--- src/sttb_pkg.sv ---
// Shared constants for the sorted best-time table: opcodes, status codes,
// field widths and parameter defaults. No dependencies.
package sttb_pkg;

    localparam int MAX_ENTRIES_DEF = 64;
    localparam int NAME_BYTES_DEF  = 32;

    localparam int NAME_FULL_W = 248;
    localparam int TIME_W      = 24;
    localparam int SPEED_W     = 16;
    localparam int RANK_W      = 7;

    localparam logic [1:0] OP_STORE = 2'd0;
    localparam logic [1:0] OP_READ  = 2'd1;
    localparam logic [1:0] OP_CLEAR = 2'd2;

    localparam logic [2:0] ST_IMPROVED = 3'd0;
    localparam logic [2:0] ST_KEPT     = 3'd1;
    localparam logic [2:0] ST_ADDED    = 3'd2;
    localparam logic [2:0] ST_FULL     = 3'd3;
    localparam logic [2:0] ST_READ     = 3'd4;
    localparam logic [2:0] ST_EMPTY    = 3'd5;
    localparam logic [2:0] ST_CLEARED  = 3'd6;

endpackage

--- src/sttb_key.sv ---
// Builds the name key from the input words: bytes after the first zero byte
// and bytes past the key length read as zero. Uses sttb_pkg.
module sttb_key #(
    parameter int NAME_BYTES = sttb_pkg::NAME_BYTES_DEF
) (
    input  logic [63:0]                  name_word0,
    input  logic [63:0]                  name_word1,
    input  logic [63:0]                  name_word2,
    input  logic [55:0]                  name_word3,
    output logic [(NAME_BYTES-1)*8-1:0]  key
);

    localparam int KEY_BYTES = NAME_BYTES - 1;

    logic [sttb_pkg::NAME_FULL_W-1:0] src;

    assign src = {name_word3, name_word2, name_word1, name_word0};

    always_comb
    begin
        logic live;
        live = 1'b1;
        key  = '0;
        for (int b = 0; b < KEY_BYTES; b++)
        begin
            if (src[b*8 +: 8] == 8'd0)
            begin
                live = 1'b0;
            end
            if (live)
            begin
                key[b*8 +: 8] = src[b*8 +: 8];
            end
        end
    end

endmodule

--- config.mk ---
export PLATFORM = sky130hd
export DESIGN_NAME = sttb_key
export DESIGN_NICKNAME = d
export VERILOG_FILES = /design/src/sttb_pkg.sv /design/src/sttb_key.sv
export SDC_FILE = /design/constraint.sdc
export NUM_CORES = 1
export LEC_CHECK = 0
export ABC_AREA = 1
export BUFFER_PORTS_ARGS = -buffer_cell sky130_fd_sc_hd__buf_2
export CORE_AREA = 2 2 193 195
export DETAILED_ROUTE_END_ITERATION = 7
export DIE_AREA = 0 0 195 197
export SYNTH_ARGS = -nofsm -noshare
export SYNTH_HDL_FRONTEND = slang
export SYNTH_SLANG_ARGS = --single-unit
--- constraint.sdc ---
create_clock -name vclk -period 2.9
set_input_delay 0.145 -clock vclk [all_inputs]
set_output_delay 0.145 -clock vclk [all_outputs]
set_load 0.1 [all_outputs]
==> results of run 1 <==
[layer usage]
layer | wire length, um | track usage (%)
met4 | 1240 | 5.91
met3 | 3460 | 6.31
met5 | 55 | 0
met2 | 17400 | 31.5
met1 | 8330 | 11.7
[report_power, final]
group	switching, uW	total [uW]	internal, uW
registers	0	0	0
logic	2570	3650	1090
clock network	0	0.000465	0.000465
[layout make-up]
cell class | count | area, um2
repair buffers | 552 | 5540
fillers | 3952 | 26700
multi-input cells | 373 | 2420
well taps | 468 | 586
diodes | 10 | 25.0
repair inverters | 1 | 8.76
inverters | 262 | 1020
[through the flow]
step / instance area [um2] / setup slack (ns) / setup TNS, ns / utilization, % / std cells
4_1_cts: 9450 / -0.120 / -2.07 / 26.1 / 1654
6_report: 9600 / -0.0350 / -0.218 / 26.5 / 1666
5_1_grt: 9590 / -0.262 / -7.12 / 26.4 / 1662
2_1_floorplan: 3340 / -0.698 / -46.63 / - / 643
3_3_place_gp: 9190 / -0.184 / -4.05 / 25.3 / 1643
3_5_place_dp: 9190 / -0.258 / -6.86 / 25.3 / 1643
[what timing repair did]
item	4_1_cts	5_1_grt
gates cloned	1	0
pin swaps	14	13
resized for setup	43	27
endpoints found under the setup margin	43	67
setup buffers	10	4
[path summary, 6_finish.rpt]
path	to	slack [ns]	cells past startpoint
max	key[241]	-0.03	23
min	key[123]	0.65	4
[logic make-up (layout without fill, tap and decap cells)]
group | count (synthesis) | count (layout) | share of synthesized area, %
other cells | 0 | 10 | 0
buf+inv | 270 | 815 | 36.9
simple gates | 373 | 373 | 63.1
[layout by cell type (no fill, tap or decap)]
cell type	instances
buf_2	314
inv_1	242
buf_12	166
nor2_1	138
nor2_4	75
nor4_1	49
buf_4	48
nor2_2	43
nand2_1	30
buf_6	21
diode_2	10
inv_2	10
nand3_1	10
nand2_2	7
nand4_4	7
inv_4	5
nand4_1	4
nand2_4	4
nor3_1	4
buf_8	3
inv_8	2
nand3_4	2
clkinv_1	2
inv_12	1
inv_6	1
==> results.py, run 1 <==
metrics = {
    "yosys": {
        "ys_seq_area_share_pct": 0,
        "synth_top_area_share_pct": 35.4,
        "synth_top_area_cell": "inv_1",
        "syn_area_mm2": 0.00275,
        "yosysMostFrequentCell": "inv_1",
        "postSynthNetCount": 891,
        "synth.avg_cell_area_um2": 4.28,
        "synth_cells": 643,
        "synth_warnings": 0,
        "synthTopCellsByCount": "inv_1, nor2_1, nor4_1",
        "synth.top_cells.by_area": "inv_1, nor2_1, nor4_1, nand2_1, nand4_4",
        "ys_types": 15,
    },
    "global_route": {
        "antenna_found_initial": 19,
        "grt_pass1_vias": 6427,
        "grt_usage_pct": 14.9,
        "grt_start_max_net_pins": 10,
        "grt_overflow": 0,
        "grt_pass1_wl_um": 42000,
    },
    "timing": {
        "min_period_ns": 2.93,
        "hold_viol": 0,
        "slew_violations": 0,
        "setup_ws_ns": -0.0350,
        "rsz0062_at_grt": "yes",
        "setup_violations": 11,
        "relSlewSlack_pct": 55.1,
        "max_freq_mhz": 341,
        "post-route-period-util_pct": 101,
        "holdWs_ns": 0.652,
        "tightest_slew_ns": 0.673,
    },
    "min_path": {
        "hold_path_class": "input port to primary output",
        "min_from": "name_word1[59]",
    },
    "floorplanning": {
        "die_w_um": 195,
        "core_area_mm2": 0.0363,
        "initial_core_util_pct": 7.58,
        "die_height_um": 197,
        "num_rows": 70,
        "die_area_mm2": 0.0384,
        "pin_count": 496,
    },
    "placed_design": {
        "port_buffers": 496,
        "gp_routability_congestion": 0.893,
        "dp_hpwl_um": 28800,
    },
    "outcome": {
        "violations": "negative setup slack",
        "status": "complete, but fails checks",
    },
    "critical_path": {
        "path_delay_family": "simple AND/OR/NAND/NOR gates",
        "arrival_ns": 2.79,
        "critical_path_required_ns": 2.76,
        "cp_max_fo": 8,
        "critical_path_buf_inv_count": 4,
        "path_cells": "buf_6, inv_2, nand2_2, nor2_2, nand2_2, nand3_4, nor2_4, nand4_4, nor2_4, nand4_4, nor2_4, nand4_4, nor2_4, nand4_4, nor2_4, nand4_4, nor2_4, nand4_4, nor2_4, nand4_4, buf_12, nor2_4, buf_12",
        "crit_top_cell": "nor2_4",
        "start_kind": "input port",
        "setup.worst_path.class": "input port to primary output",
        "critPathLaunch": "name_word0[18]",
        "slowest_stage": "nor2_4",
        "setup.worst_path.end_class": "primary output",
        "slowest_delay_ns": 0.22,
    },
    "routing": {
        "dr.pass1.iters": 4,
        "vias_per_cell": 3.66,
        "drt_iter0_drc": 114,
        "post_drt_wl_per_cell_um": 18.3,
        "routed_wl_um": 30500,
        "num_vias": 6097,
        "detail_route.drc_violations": 0,
        "antenna_left": 0,
    },
    "finish": {
        "seq_area_um2": 0,
        "clockBufferCount": 0,
        "layout-drive-gt1-share_pct": 59.7,
        "syn2layout_area_growth_pct": 249,
        "seq_cells": 0,
        "final_nets": 1438,
    },
    "power_and_ir_drop": {
        "peakVddDrop_mv": 0.209,
        "power.density_mw_per_mm2": 381,
        "p_leak_uw": 0.00542,
        "power_uw": 3650,
    },
    "run": {
        "maxCapViolations": 0,
    },
    "clock_tree": {
        "cts-hold-fix-buffers": 0,
    },
}
No activity file was read; power rests on OpenSTA's default activity.
==> run 2, diff against run 1 <==
--- a/config.mk
+++ b/config.mk
@@ -5,11 +5,10 @@
 export SDC_FILE = /design/constraint.sdc
 export NUM_CORES = 1
 export LEC_CHECK = 0
-export ABC_AREA = 1
 export BUFFER_PORTS_ARGS = -buffer_cell sky130_fd_sc_hd__buf_2
-export CORE_AREA = 2 2 193 195
+export CORE_AREA = 5 5 192 194
 export DETAILED_ROUTE_END_ITERATION = 7
-export DIE_AREA = 0 0 195 197
+export DIE_AREA = 0 0 197 199
 export SYNTH_ARGS = -nofsm -noshare
 export SYNTH_HDL_FRONTEND = slang
 export SYNTH_SLANG_ARGS = --single-unit
==> constraint.sdc (replaced) <==
create_clock -name vclk -period 3.3
set_input_delay 0.165 -clock vclk [all_inputs]
set_output_delay 0.165 -clock vclk [all_outputs]
set_load 0.1 [all_outputs]
==> run 2 against run 1 <==
The flow now finishes without violations. Via count rose by 8.0%. Power fell by 24%. Non-clock buffer count fell by 23. Combinational power fell by 24%. Clock-buffer cell count did not move. Sequential share of layout area did not move. Worst hold slack improved by 0.049 ns. Global-route usage fell by 1.1 points.
==> results.py, run 2 <==
metrics = {
    "outcome": {
        "status": "finished, final reports clean",
    },
    "floorplanning": {
        "initial_core_util_pct": 9.07,
        "die_w_um": 197,
        "die_area_mm2": 0.0392,
        "pin_count": 496,
        "num_rows": 69,
        "die_height_um": 199,
        "core_area_mm2": 0.0351,
    },
    "critical_path": {
        "path_delay_family": "simple AND/OR/NAND/NOR gates",
        "setup.worst_path.class": "input port to primary output",
        "setup.worst_path.end_class": "primary output",
        "critical_path_buf_inv_count": 3,
        "cp_max_fo": 33,
        "crit_top_cell": "buf_2",
        "critPathLaunch": "name_word0[5]",
        "arrival_ns": 2.79,
        "start_kind": "input port",
        "slowest_stage": "and3_1",
        "critical_path_required_ns": 3.13,
        "path_cells": "buf_2, nor4_1, nand2_1, and3_1, nand2_8, buf_12, nor4_2, buf_2",
        "slowest_delay_ns": 0.62,
    },
    "finish": {
        "layoutNonFillerInstCount": 1505,
        "seq_cells": 0,
        "seq_area_um2": 0,
        "layout-drive-gt1-share_pct": 65.0,
        "final_nets": 1293,
        "syn2layout_area_growth_pct": 166,
        "layout_commonest_cell": "buf_2",
        "final_cell_mix": "buf_2, nor4_2, buf_12, inv_1",
        "n_fill_cell": 3899,
        "clockBufferCount": 0,
        "postLayoutCellArea_mm2": 0.00846,
    },
    "timing": {
        "tightest_slew_ns": 1.06,
        "rsz0062_at_grt": "no",
        "max_freq_mhz": 339,
        "slew_violations": 0,
        "post-route-period-util_pct": 89.5,
        "finalSetupTns_ns": 0,
        "relSlewSlack_pct": 29.2,
        "min_period_ns": 2.95,
        "setup_ws_ns": 0.347,
        "setup_violations": 0,
        "hold_viol": 0,
    },
    "routing": {
        "highest_layer": "met4",
        "num_vias": 6583,
        "antenna_left": 0,
        "post_drt_wl_per_cell_um": 20.0,
        "vias_per_cell": 4.37,
        "detail_route.drc_violations": 0,
        "route.met2.wl_um": 15800,
        "routed_wl_um": 30000,
        "dr.pass1.iters": 4,
        "met3WireLength_um": 2690,
        "drt_iter0_drc": 192,
        "met1_length_um": 10900,
    },
    "power_and_ir_drop": {
        "power_uw": 2760,
        "power.density_mw_per_mm2": 326,
        "peakVddDrop_mv": 0.211,
        "p_leak_uw": 0.00419,
    },
    "yosys": {
        "synth.top_cells.by_area": "nor4_1, inv_1, and2_1, nand2_1, clkbuf_1",
        "syn_area_mm2": 0.00318,
        "postSynthNetCount": 833,
        "ys_seq_area_share_pct": 0,
        "synthTopCellsByCount": "nor4_1, inv_1, nand2_1",
        "synth_cells": 585,
        "ys_types": 30,
        "synth.avg_cell_area_um2": 5.43,
        "synth_top_area_share_pct": 31.9,
        "synth_warnings": 0,
        "yosysMostFrequentCell": "nor4_1",
        "synth_top_area_cell": "nor4_1",
    },
    "global_route": {
        "grt_usage_pct": 13.8,
        "grt_overflow": 0,
        "antenna_found_initial": 5,
        "grt_start_max_net_pins": 59,
        "grt_pass1_vias": 6660,
        "grt_pass1_wl_um": 42400,
    },
    "clock_tree": {
        "cts-resized-gates": 0,
        "post-cts-setup-buffer-count": 0,
        "cts-hold-fix-buffers": 0,
    },
    "placed_design": {
        "gp_routability_congestion": 1.00,
        "port_buffers": 496,
        "placedCellCount": 1504,
        "dp_slack_ns": 0.311,
        "dp_hpwl_um": 26300,
        "placed_area_mm2": 0.00846,
    },
    "min_path": {
        "min_from": "name_word3[52]",
        "hold_path_class": "input port to primary output",
    },
    "run": {
        "maxCapViolations": 0,
    },
}
==> run 2: cell types whose count changed after synthesis, moves of 12 or more <==
cell | previous run | this run
nand4_1 | 4 | 16
nor4_1 | 49 | 162
nor3_1 | 4 | 34
buf_2 | 0 | 16
nor2_1 | 249 | 20
and2_1 | 0 | 44
or4_1 | 0 | 16
inv_1 | 259 | 84
clkbuf_1 | 8 | 46
nand3_1 | 10 | 34
and3_1 | 0 | 16
==> run 2: area by class of cell <==
| cell class | count | area, um2 | share of cell area, % |
|---|---|---|---|
| diodes | 1 | 2.50 | 0.0296 |
| well taps | 461 | 577 | 6.82 |
| repair buffers | 529 | 4120 | 48.7 |
| multi-input cells | 430 | 3440 | 40.7 |
| inverters | 84 | 315 | 3.73 |
==> run 2: report_power, final <==
group	total [uW]	switching, uW	internal [uW]
combinational	2760	2080	679
sequential	0	0	0
clock	0.0000409	0	0.0000409
==> run 2: path summary, 6_finish.rpt <==
path	slack, ns	endpoint	cells past startpoint
setup / recovery	0.35	key[247]	8
hold / removal	0.70	key[244]	4
==> run 2: per-stage QoR <==
stage	util, %	hold WS, ns
6_report	24.1	0.701
5_1_grt	24.1	0.710
4_1_cts	24.1	0.705
3_5_place_dp	24.1	0.704
3_3_place_gp	24.1	0.700
2_1_floorplan	-	0.572
==> run 2: kinds of logic (layout without fill, tap and decap cells) <==
logic type	Yosys count	after routing	synth area share, %
and+or+nand+nor	421	421	78.2
buffers and inverters	155	613	20.1
AOI/OAI and AO/OA	9	9	1.65
other	0	1	0
==> run 2: tightest hold or removal path: stages <==
cell     delay (ns)
buf_2          0.10
nand2_1        0.06
nor4_2         0.05
buf_12         0.16
==> run 2: per-layer routing <==
layer | track usage [%] | vias up
li1 | - | 3055
met1 | 15.4 | 3129
met2 | 27.0 | 371
met3 | 3.32 | 28
met4 | 2.18 | 0
met5 | 0 | -
