[src/sttb_ram.sv]
// Generic single-write, single-read RAM with a registered read port.
// No dependencies.
module sttb_ram #(
    parameter int WIDTH = 8,
    parameter int DEPTH = 64
) (
    input  logic                     clk,
    input  logic                     wr_en,
    input  logic [$clog2(DEPTH)-1:0] wr_addr,
    input  logic [WIDTH-1:0]         wr_data,
    input  logic [$clog2(DEPTH)-1:0] rd_addr,
    output logic [WIDTH-1:0]         rd_data
);

    logic [WIDTH-1:0] mem [DEPTH];

    always_ff @(posedge clk)
    begin
        if (wr_en)
        begin
            mem[wr_addr] <= wr_data;
        end
        rd_data <= mem[rd_addr];
    end

endmodule

[config.mk]
export PLATFORM = sky130hd
export DESIGN_NAME = sttb_ram
export DESIGN_NICKNAME = d
export VERILOG_FILES = /design/src/sttb_ram.sv
export SDC_FILE = /design/constraint.sdc
export NUM_CORES = 1
export LEC_CHECK = 0
export ABC_AREA = 1
export ABC_CLOCK_PERIOD_IN_PS = 3190
export BUFFER_PORTS_ARGS = -buffer_cell sky130_fd_sc_hd__clkbuf_2
export CAP_MARGIN = 10
export CORE_MARGIN = 2
export CORE_UTILIZATION = 57
export DETAILED_ROUTE_END_ITERATION = 10
export PLACE_DENSITY = 0.73
export SLEW_MARGIN = 20
export SYNTH_ARGS = -nofsm -noshare
export SYNTH_HDL_FRONTEND = slang
export SYNTH_SLANG_ARGS = --single-unit
[constraint.sdc]
create_clock -name clk -period 3.19 [get_ports clk]
set_clock_uncertainty 0.15 [all_clocks]
set_input_delay 0.4785 -clock clk [delete_from_list [all_inputs] [get_ports clk]]
set_output_delay 0.4785 -clock clk [all_outputs]
set_load 0.02 [all_outputs]
==> results of run 1 <==
[layout make-up]
class	count	area, um^2	share of cell area [%]
diodes	1	2.50	0.0106
well taps	468	586	2.49
inverters	12	52.6	0.223
flip-flops and latches	520	15500	66.0
clock buffers	63	1360	5.79
repair buffers	100	852	3.62
multi-input cells	1160	4950	21.0
clock inverters	27	201	0.856
[sequential cells by signal (all words and copies together) (netlist names)]
register  cells
mem         512
rd_data       8
[cell usage in the layout, fill, tap and decap left out, drive strengths merged]
master,instances
clkbuf,91
nand4,9
edfxtp,512
nand2,648
nor4,8
clkinvlp,1
bufinv,3
diode,1
clkinv,23
nand3,439
inv,12
dfxtp,8
nor2,56
buf,72
[stage by stage]
step,setup slack [ps],util (%),hold slack (ps),cell area [um^2]
3_5_place_dp,560,59.9,642,22000
6_report,1060,64.1,169,23500
2_1_floorplan,795,-,427,21300
4_1_cts,1170,64.1,141,23500
5_1_grt,964,64.1,167,23500
3_3_place_gp,618,59.9,639,22000
[cells by family after synthesis]
kind of cell           synth area share, %
and+or+nand+nor                       23.2
buffers and inverters                 4.02
DFF                                   72.8
[how the worst max path moves through the flow]
stage | startpoint | endpoint | slack, ps | cells after the start
after floorplan | wr_en | mem[48][0] | 800 | 3
after global placement | wr_addr[0] | mem[10][4] | 620 | 4
after detailed placement | wr_addr[2] | mem[18][6] | 560 | 4
after CTS | wr_addr[2] | mem[2][1] | 1170 | 4
after global routing | wr_addr[2] | mem[18][0] | 960 | 4
final | wr_addr[2] | mem[10][5] | 1060 | 4
[power by group]
part           internal (mW)  switching, mW
combinational          0.231          0.668
clock                   3.25           2.44
sequential              7.56         0.0230
[metal layers]
layer  vias to the layer above  routed length, um
met5                         -                  0
met4                         0               1490
met3                        97               4450
met2                       622              24400
met1                      6751              20800
li1                       6422                  -
[critical path, cell delays in order]
cell	delay (ps)
clkbuf_2	160
inv_1	210
nand4_1	570
nor2_1	760
==> results.md, run 1 <==
- Sequential-to-total area share from yosys stat: 72.8%
- Post-synthesis cell area: 21,300 um^2
- Worst Hold End: rd_data[7]
- Final worst path period need: 2130 ps
- Area grow syn2layout: 10.3%
- Max_cap viols: 0
- Setup slack, reg-to-reg: 1680 ps
- Reg clk slew, reported paths: 60 ps
- IO Pins: 30
- Largest net degree at the start of global routing: 127
- CTS tree: done
- Yosys cell types: 16
- Worst endpoint data arrival time: 2200 ps
- Area leader, netlist: edfxtp_1
- Vias: 13,900
- Endpoints failing setup: 0
- Worst Hold Depth: 3
- Lkg Pwr: 8.57 nW
- Slew headroom: 28.5%
- Nets: 1,866
- Area share of the largest cell type after synthesis: 72.0%
- DRC viols: 0
- Max VDD drop: 0.496 mV
- Final total power: 14.2 mW
- FF-to-FF End: rd_data[6]
- Post_cts resized: 0
- Die ar.: 39,000 um^2
- Clock Path Buffers: 3
- Syn avg cell area: 11.8 um^2
- Final slew viol count: 0
- Syn. warnings: 0
- Cts bufs inserted: 50
- Initial Utilization: 58.1%
- First-pass GRT wire length: 77,800 um
- Global routing met2 resource utilization: 42.7%
- GRT Max-Usage Layer: met2
- Maximum fanout along the worst path: 9
- Final hold violation count: 0
- Highest clock rate: 0.468 GHz
- Num Clock Sinks: 520
- Worst EP required: 3250 ps
- Syn nets: 1,827
- WL/cell: 21.7 um
- Number of global-route vias before repair: 13,200
- Final ANT Viol Nets: 0
- List of most frequent post-synthesis cells: nand2_1, edfxtp_1, nand3_1
- Std-Cell Core Area: 36,700 um^2
- Share of cells above drive strength 1: 9.25%
- Root Buffer: clkbuf_16
- Least-Margin Pin Slew: 1070 ps
- CP startpoint kind: primary input
- Hold Path Class: in -> reg
- H-Tree Depth: 2
- Die width: 197 um
- Critical setup path kind: in -> reg
- DR pass1 iterations: 7
- Start of the worst register-to-register path: mem[24][6]
- Cells after DPL: 2,260
- Status: finished clean
- Worst min-delay path startpoint: rd_addr[5]
- Synthesized flop and latch total: 520
- # fillers: 2,721
- Drt via density: 5.91
- Hpwl dp: 30,300 um
- TNS Setup: 0 ps
- Tcrit/Tclk final: 66.9%
- Die H: 197 um
- Clk_lat worst skew: 590 ps
- Pwr Density: 602 nW/um^2
- RSZ-0062 raised after global routing: false
- Most common cell in the netlist: nand2_1
- Top cells by area, synth: edfxtp_1, nand2_1, nand3_1, buf_6, nor2_1
- Met1 GRT Util: 38.0%
- Number of DRC markers in iteration 0: 1,546
- Setup crit end kind: register
- GRT overflow: 0
- Final Non-Filler Cells: 2,351
- Cell Rows: 70
- Gate Count Post-Synth: 1,805
- CTS Hold Bufs: 0
- Final WL: 51,100 um
- Initial antenna violation count: 1
- Async S/R FF share, synth: 0%
- Placer Congestion: 0.914
- GRT Overall Usage: 26.9%
- Top FF cell, synth: edfxtp_1
- Worst reg-to-reg path cell count: 8
- Post-CTS setup buffer count: 0
- PortBufs: 29
- Post-synth EDFFs: 512
- Met3 usage: 5.11%
Note: power is estimated with default switching activity, not from simulation.
==> run 2, diff against run 1 <==
--- a/config.mk
+++ b/config.mk
@@ -5,8 +5,8 @@
 export SDC_FILE = /design/constraint.sdc
 export NUM_CORES = 1
 export LEC_CHECK = 0
-export ABC_AREA = 1
-export ABC_CLOCK_PERIOD_IN_PS = 3190
+export ABC_AREA = 0
+export ABC_CLOCK_PERIOD_IN_PS = 2100
 export BUFFER_PORTS_ARGS = -buffer_cell sky130_fd_sc_hd__clkbuf_2
 export CAP_MARGIN = 10
 export CORE_MARGIN = 2
==> constraint.sdc (replaced) <==
create_clock -name clk -period 2.1 [get_ports clk]
set_clock_uncertainty 0.15 [all_clocks]
set_input_delay 0.315 -clock clk [delete_from_list [all_inputs] [get_ports clk]]
set_output_delay 0.315 -clock clk [all_outputs]
set_load 0.02 [all_outputs]
==> results.md, run 2 <==
- Status: finished clean
- Critical setup path kind: reg -> reg
- Final hold violation count: 0 (unchanged)
- Largest net degree at the start of global routing: 65 (-49%)
- Cells after DPL: 1,527 (-32%)
- Setup slack, reg-to-reg: 20 ps (-1660 ps)
- Number of DRC markers in iteration 0: 1,147 (-26%)
- CP bufs+invs: 0 (-2)
- Critical path origin: mem[21][4]
- DR pass1 iterations: 5 (-2)
- Die ar.: 36,900 um^2 (-5.4%)
- Initial antenna violation count: 0 (-1)
- CP Cell Sequence: mux4_2, mux2_2, o221a_2, nor3_2, o32ai_1
- Setup crit end kind: register
- Worst EP required: 2380 ps (-870 ps)
- Final WL: 43,900 um (-14%)
- Final worst path period need: 2080 ps
- Least-Margin Pin Slew: 721 ps (-351 ps)
- Cell Rows: 68 (-2.9%)
- Die H: 192 um (-2.7%)
- Initial Utilization: 58.1% (about the same)
- Endpoints failing setup: 0 (unchanged)
- Share of cells above drive strength 1: 34.0% (+25 points)
- First-pass GRT wire length: 65,800 um (-15%)
- Post-synth EDFFs: 512 (unchanged)
- GRT overflow: 0 (unchanged)
- Cts bufs inserted: 50 (unchanged)
- ANT cells: 0 (-1)
- Reg clk slew, reported paths: 60 ps (about the same)
- FF-to-FF End: rd_data[4]
- Crit-path slowest cell: mux4_2
- Largest stage delay, worst path: 470 ps (-290 ps)
- Async S/R FF share, synth: 0% (unchanged)
- Slew headroom: 51.9% (+23 points)
- Hold Path Class: in -> reg
- CP Depth: 5 (+1)
- Start of the worst register-to-register path: mem[21][4]
- Final slew viol count: 0 (unchanged)
- Number of global-route vias before repair: 10,200 (-22%)
- Vias: 10,000 (-28%)
- Crit path max-delay family: multiplexers
- GRT Overall Usage: 25.0% (-1.8 points)
- Multi-input logic area: 4360 um^2 (-12%)
- Top FF cell, synth: edfxtp_1
- Hpwl dp: 27,700 um (-8.6%)
- Max VDD drop: 0.692 mV (+39%)
- Root Buffer: clkbuf_16
- Maximum fanout along the worst path: 1 (-8)
- Placer Congestion: 0.829 (-9.4%)
- List of most frequent post-synthesis cells: edfxtp_1, mux4_2, nor2_1
- Post-synthesis cell area: 20,200 um^2 (-5.5%)
- Worst min-delay path startpoint: rd_addr[5]
- Syn nets: 962 (-47%)
- Post-Place Worst Slack: -538 ps (-1100 ps)
- Critical Path End: rd_data[4]
- Final Non-Filler Cells: 1,620 (-31%)
- Final core utilization: 67.8% (+3.7 points)
- Worst reg-to-reg path cell count: 5 (-3)
- Max_cap viols: 0 (unchanged)
- RSZ-0062 raised after global routing: true
- Most frequent cells in the layout: edfxtp_1, buf_4, mux4_2
- Top cells by area, synth: edfxtp_1, mux4_2, nor2_1, mux2i_1, dfxtp_1
- Worst endpoint data arrival time: 2360 ps (+160 ps)
- Drt via density: 6.19 (+4.8%)
- Area share of the largest cell type after synthesis: 76.2% (+4.2 points)
- Tcrit/Tclk final: 99.3%
- Most common cell in the netlist: edfxtp_1
- PortBufs: 29 (unchanged)
- Syn avg cell area: 21.5 um^2 (+81%)
- Syn. warnings: 0 (unchanged)
- Placed cell area: 21,900 um^2 (-0.22%)
- Most common cell after layout, fill and taps aside: edfxtp_1
- Nets: 1,145 (-39%)
- Gate Count Post-Synth: 940 (-48%)
- Std-Cell Core Area: 34,700 um^2 (-5.4%)
- Die width: 192 um (-2.7%)
- Final ANT Viol Nets: 0 (unchanged)
- Pwr Density: 905 nW/um^2 (+50%)
- CP startpoint kind: register
- Sequential-to-total area share from yosys stat: 77.0% (+4.2 points)
- # fillers: 2,119 (-22%)
- Clk_lat worst skew: 560 ps (-30 ps)
- DRC viols: 0 (unchanged)
- TNS Setup: 0 ps (unchanged)
- Most flop-heavy register: mem
- Storage element area: 15,500 um^2 (unchanged)
- WL/cell: 27.1 um (+25%)
- IO Pins: 30 (unchanged)
- Area leader, netlist: edfxtp_1
- Clock Path Buffers: 3 (unchanged)
- Num Clock Sinks: 520 (unchanged)
- Biggest regs: mem (512), rd_data (8)
- Lkg Pwr: 7.71 nW (-10%)
- Setup ws final: 15.0 ps (-1040 ps)
- Synthesized flop and latch total: 520 (unchanged)
- Area grow syn2layout: 16.7%
- Final total power: 21.3 mW (+50%)
- Max reg flops: 512 (unchanged)
- Highest clock rate: 0.480 GHz
- H-Tree Depth: 2 (unchanged)
- CTS Hold Bufs: 0 (unchanged)
- Yosys cell types: 40 (+24)
- Hold WS: 139 ps (-30.1 ps)
- Fin area: 23,500 um^2 (about the same)
- CTS tree: done
run 2: final cells by class:
cell class	instances	area share, %
clock inverters	30	0.877
repair buffers	182	6.35
flip-flops and latches	520	66.0
well taps	455	2.42
clock buffers	64	5.85
multi-input cells	369	18.5
run 2: layer usage:
layer,track usage [%],vias up,wire length [um]
li1,-,4302,-
met1,35.7,5168,17400
met2,40.4,486,21600
met3,4.59,76,3850
met4,7.19,0,1100
met5,0,-,0
run 2: worst min path at each step:
stage,to,slack [ps],depth (start not counted)
finish,rd_data[2],140,3
detailed placement,rd_data[1],600,1
floorplan,mem[0][0],260,0
CTS,rd_data[2],120,3
global route,rd_data[0],160,3
global placement,rd_data[2],600,1
run 2: worst min-delay path, delay by kind of cell:
family / cells / cell delay, ps
compound gates: 1 / 60
buf+inv: 1 / 280
simple gates: 1 / 130
run 2: cell families after synthesis:
family	Yosys count	synth area share, %
mux	162	15.9
buf+inv	51	1.57
compound gates	54	2.07
flops	520	77.0
simple gates	153	3.39
run 2: repair_timing:
item                                    4_1_cts  5_1_grt
buffers inserted                              0        0
pin swaps                                     1        1
cloned                                        0        0
gates resized for setup                       6        5
endpoints found under the setup margin        5        4
run 2: report_power, final:
part	internal, mW	switching, mW
Sequential	11.5	0.0371
Clock	4.98	3.62
Combinational	0.501	0.691
Total	17.0	4.35
==> run 3, diff against run 2 <==
--- a/config.mk
+++ b/config.mk
@@ -10,9 +10,9 @@
 export BUFFER_PORTS_ARGS = -buffer_cell sky130_fd_sc_hd__clkbuf_2
 export CAP_MARGIN = 10
 export CORE_MARGIN = 2
-export CORE_UTILIZATION = 57
+export CORE_UTILIZATION = 54
 export DETAILED_ROUTE_END_ITERATION = 10
-export PLACE_DENSITY = 0.73
+export PLACE_DENSITY = 0.7
 export SLEW_MARGIN = 20
 export SYNTH_ARGS = -nofsm -noshare
 export SYNTH_HDL_FRONTEND = slang
==> results.md, run 3 (synthesis results as in run 2) <==
- Storage element area: 15,500 um^2 (unchanged)
- RSZ-0062 raised after global routing: true
- Final slew viol count: 0 (unchanged)
- Endpoints failing setup: 0 (unchanged)
- Slew headroom: 50.2% (-1.7 points)
- DR pass1 iterations: 5 (unchanged)
- Maximum fanout along the worst path: 1 (unchanged)
- Area grow syn2layout: 17.0%
- PortBufs: 29 (unchanged)
- Most flop-heavy register: mem
- Biggest regs: mem (512), rd_data (8)
- Final WL: 44,700 um (+1.7%)
- Num Clock Sinks: 520 (unchanged)
- Initial antenna violation count: 1 (+1)
- Max_cap viols: 0 (unchanged)
- CTS tree: done
- DRC viols: 0 (unchanged)
- Nets: 1,163 (+1.6%)
- Placer Congestion: 0.821 (-0.86%)
- Die H: 197 um (+2.7%)
- Root Buffer: clkbuf_16
- Clk_lat worst skew: 590 ps (+30 ps)
- H-Tree Depth: 2 (unchanged)
- Met1 wire length: 17,900 um (+3.1%)
- Final ANT Viol Nets: 0 (unchanged)
- Number of DRC markers in iteration 0: 1,227 (+7.0%)
- # fillers: 2,427 (+15%)
- Worst EP required: 2400 ps (+20 ps)
- Std-Cell Core Area: 36,700 um^2 (+5.7%)
- Final total power: 21.1 mW (-1.2%)
- Most frequent cells in the layout: edfxtp_1, buf_4, mux4_2
- WL/cell: 27.1 um (about the same)
- Hold WS: 81.7 ps (-57.1 ps)
- Final hold violation count: 0 (unchanged)
- CTS Hold Bufs: 0 (unchanged)
- First-pass GRT wire length: 65,600 um (-0.28%)
- Tcrit/Tclk final: 99.9% (+0.63 points)
- Int Pwr: 16.6 mW (-2.4%)
- Worst endpoint data arrival time: 2400 ps (+40 ps)
- ANT cells: 0 (unchanged)
- Largest net degree at the start of global routing: 65 (unchanged)
- GRT Overall Usage: 23.8% (-1.2 points)
- Uppermost layer routed: met5
- Comb pwr share: 5.9% (+0.3 points)
- Critical setup path kind: reg -> reg
- Clock share of power: 39.4% (-0.9 points)
- Reg clk slew, reported paths: 60 ps (about the same)
- Vias: 10,200 (+1.3%)
- Hold Path Class: in -> reg
- CP startpoint kind: register
- GRT overflow: 0 (unchanged)
- Final core utilization: 64.3% (-3.5 points)
- DR WL met3: 4030 um (+4.5%)
- Hpwl dp: 28,000 um (+1.2%)
- Share of cells above drive strength 1: 35.3% (+1.3 points)
- Lkg Pwr: 7.76 nW (+0.70%)
- Initial Utilization: 55.0% (-3.1 points)
- Net Sw Frac: 21.3% (+0.93 points)
- Max reg flops: 512 (unchanged)
- Most common cell after layout, fill and taps aside: edfxtp_1
- P_sw: 4.49 mW (+3.3%)
- Status: finished clean
- Least-Margin Pin Slew: 748 ps (+26.6 ps)
- Post-CTS setup buffer count: 0 (unchanged)
- Multi-input logic area: 4350 um^2 (-0.11%)
- Number of global-route vias before repair: 10,300 (+0.40%)
- Reg power frac: 54.7% (+0.6 points)
- Cts bufs inserted: 49 (-2.0%)
- IO Pins: 30 (unchanged)
- Clock Path Buffers: 3 (unchanged)
- Die ar.: 38,900 um^2 (+5.4%)
- Cell Rows: 70 (+2.9%)
- Max VDD drop: 0.786 mV (+14%)
- Highest clock rate: 0.477 GHz (-0.63%)
- Die width: 197 um (+2.7%)
- Setup crit end kind: register
- Final worst path period need: 2100 ps (+13.1 ps)
- Pwr Density: 892 nW/um^2 (-1.4%)
- Wire length on met2: 21,400 um (-0.94%)
- Drt via density: 6.18 (-0.27%)
-- run 3: routing by layer --
metal	track usage (%)	vias up
met1	33.9	5301
li1	-	4334
met2	37.2	448
met5	0	-
met3	5.28	80
met4	7.91	2
-- run 3: final cells by class --
class	instances	share of cell area (%)
Clock buffer	56	5.31
Clock inverter	32	0.986
Tap cell	468	2.48
Timing Repair Buffer	201	6.94
Sequential cell	520	65.8
Multi-Input combinational cell	369	18.4
-- run 3: metrics by stage --
step	TNS (ps)	setup slack [ps]	instances	instance area (um^2)
final	0	1.90	1646	23600
after global routing	-35.8	-35.8	1646	23600
after detailed placement	-3390	-757	1558	22100
after global placement	-3140	-736	1558	22100
after floorplan	0	27.1	940	20200
after CTS	-5.98	-5.98	1646	23600
-- run 3: worst max-delay path, stage by stage, from the launching register on --
cell,delay (ps)
edfxtp_1,370
mux4_2,470
mux2_4,300
o221a_4,270
nor3_4,290
o32ai_2,120
-- run 3: power by group through the flow --
stage	clock network [mW]	logic [mW]	registers (mW)
floorplan	0	0.614	11.7
global placement	0	1.20	11.7
detailed placement	0	1.22	11.7
CTS	8.46	1.24	11.5
global route	8.80	1.31	11.5
finish	8.29	1.24	11.5
-- run 3: path summary, 6_finish.rpt --
check / startpoint / endpoint / slack (ps) / depth (start not counted)
setup reg to reg: mem[16][4] / rd_data[4] / 2 / 5
hold / removal: wr_data[7] / mem[54][7] / 80 / 2
setup / recovery: mem[16][4] / rd_data[4] / 2 / 5
hold reg to reg: mem[26][6] / rd_data[6] / 700 / 3
-- run 3: repair_timing --
item / 4_1_cts / 5_1_grt
cloned: 0 / 0
endpoints found under the setup margin: 1 / 2
resized for setup: 5 / 1
pin swaps: 2 / 0
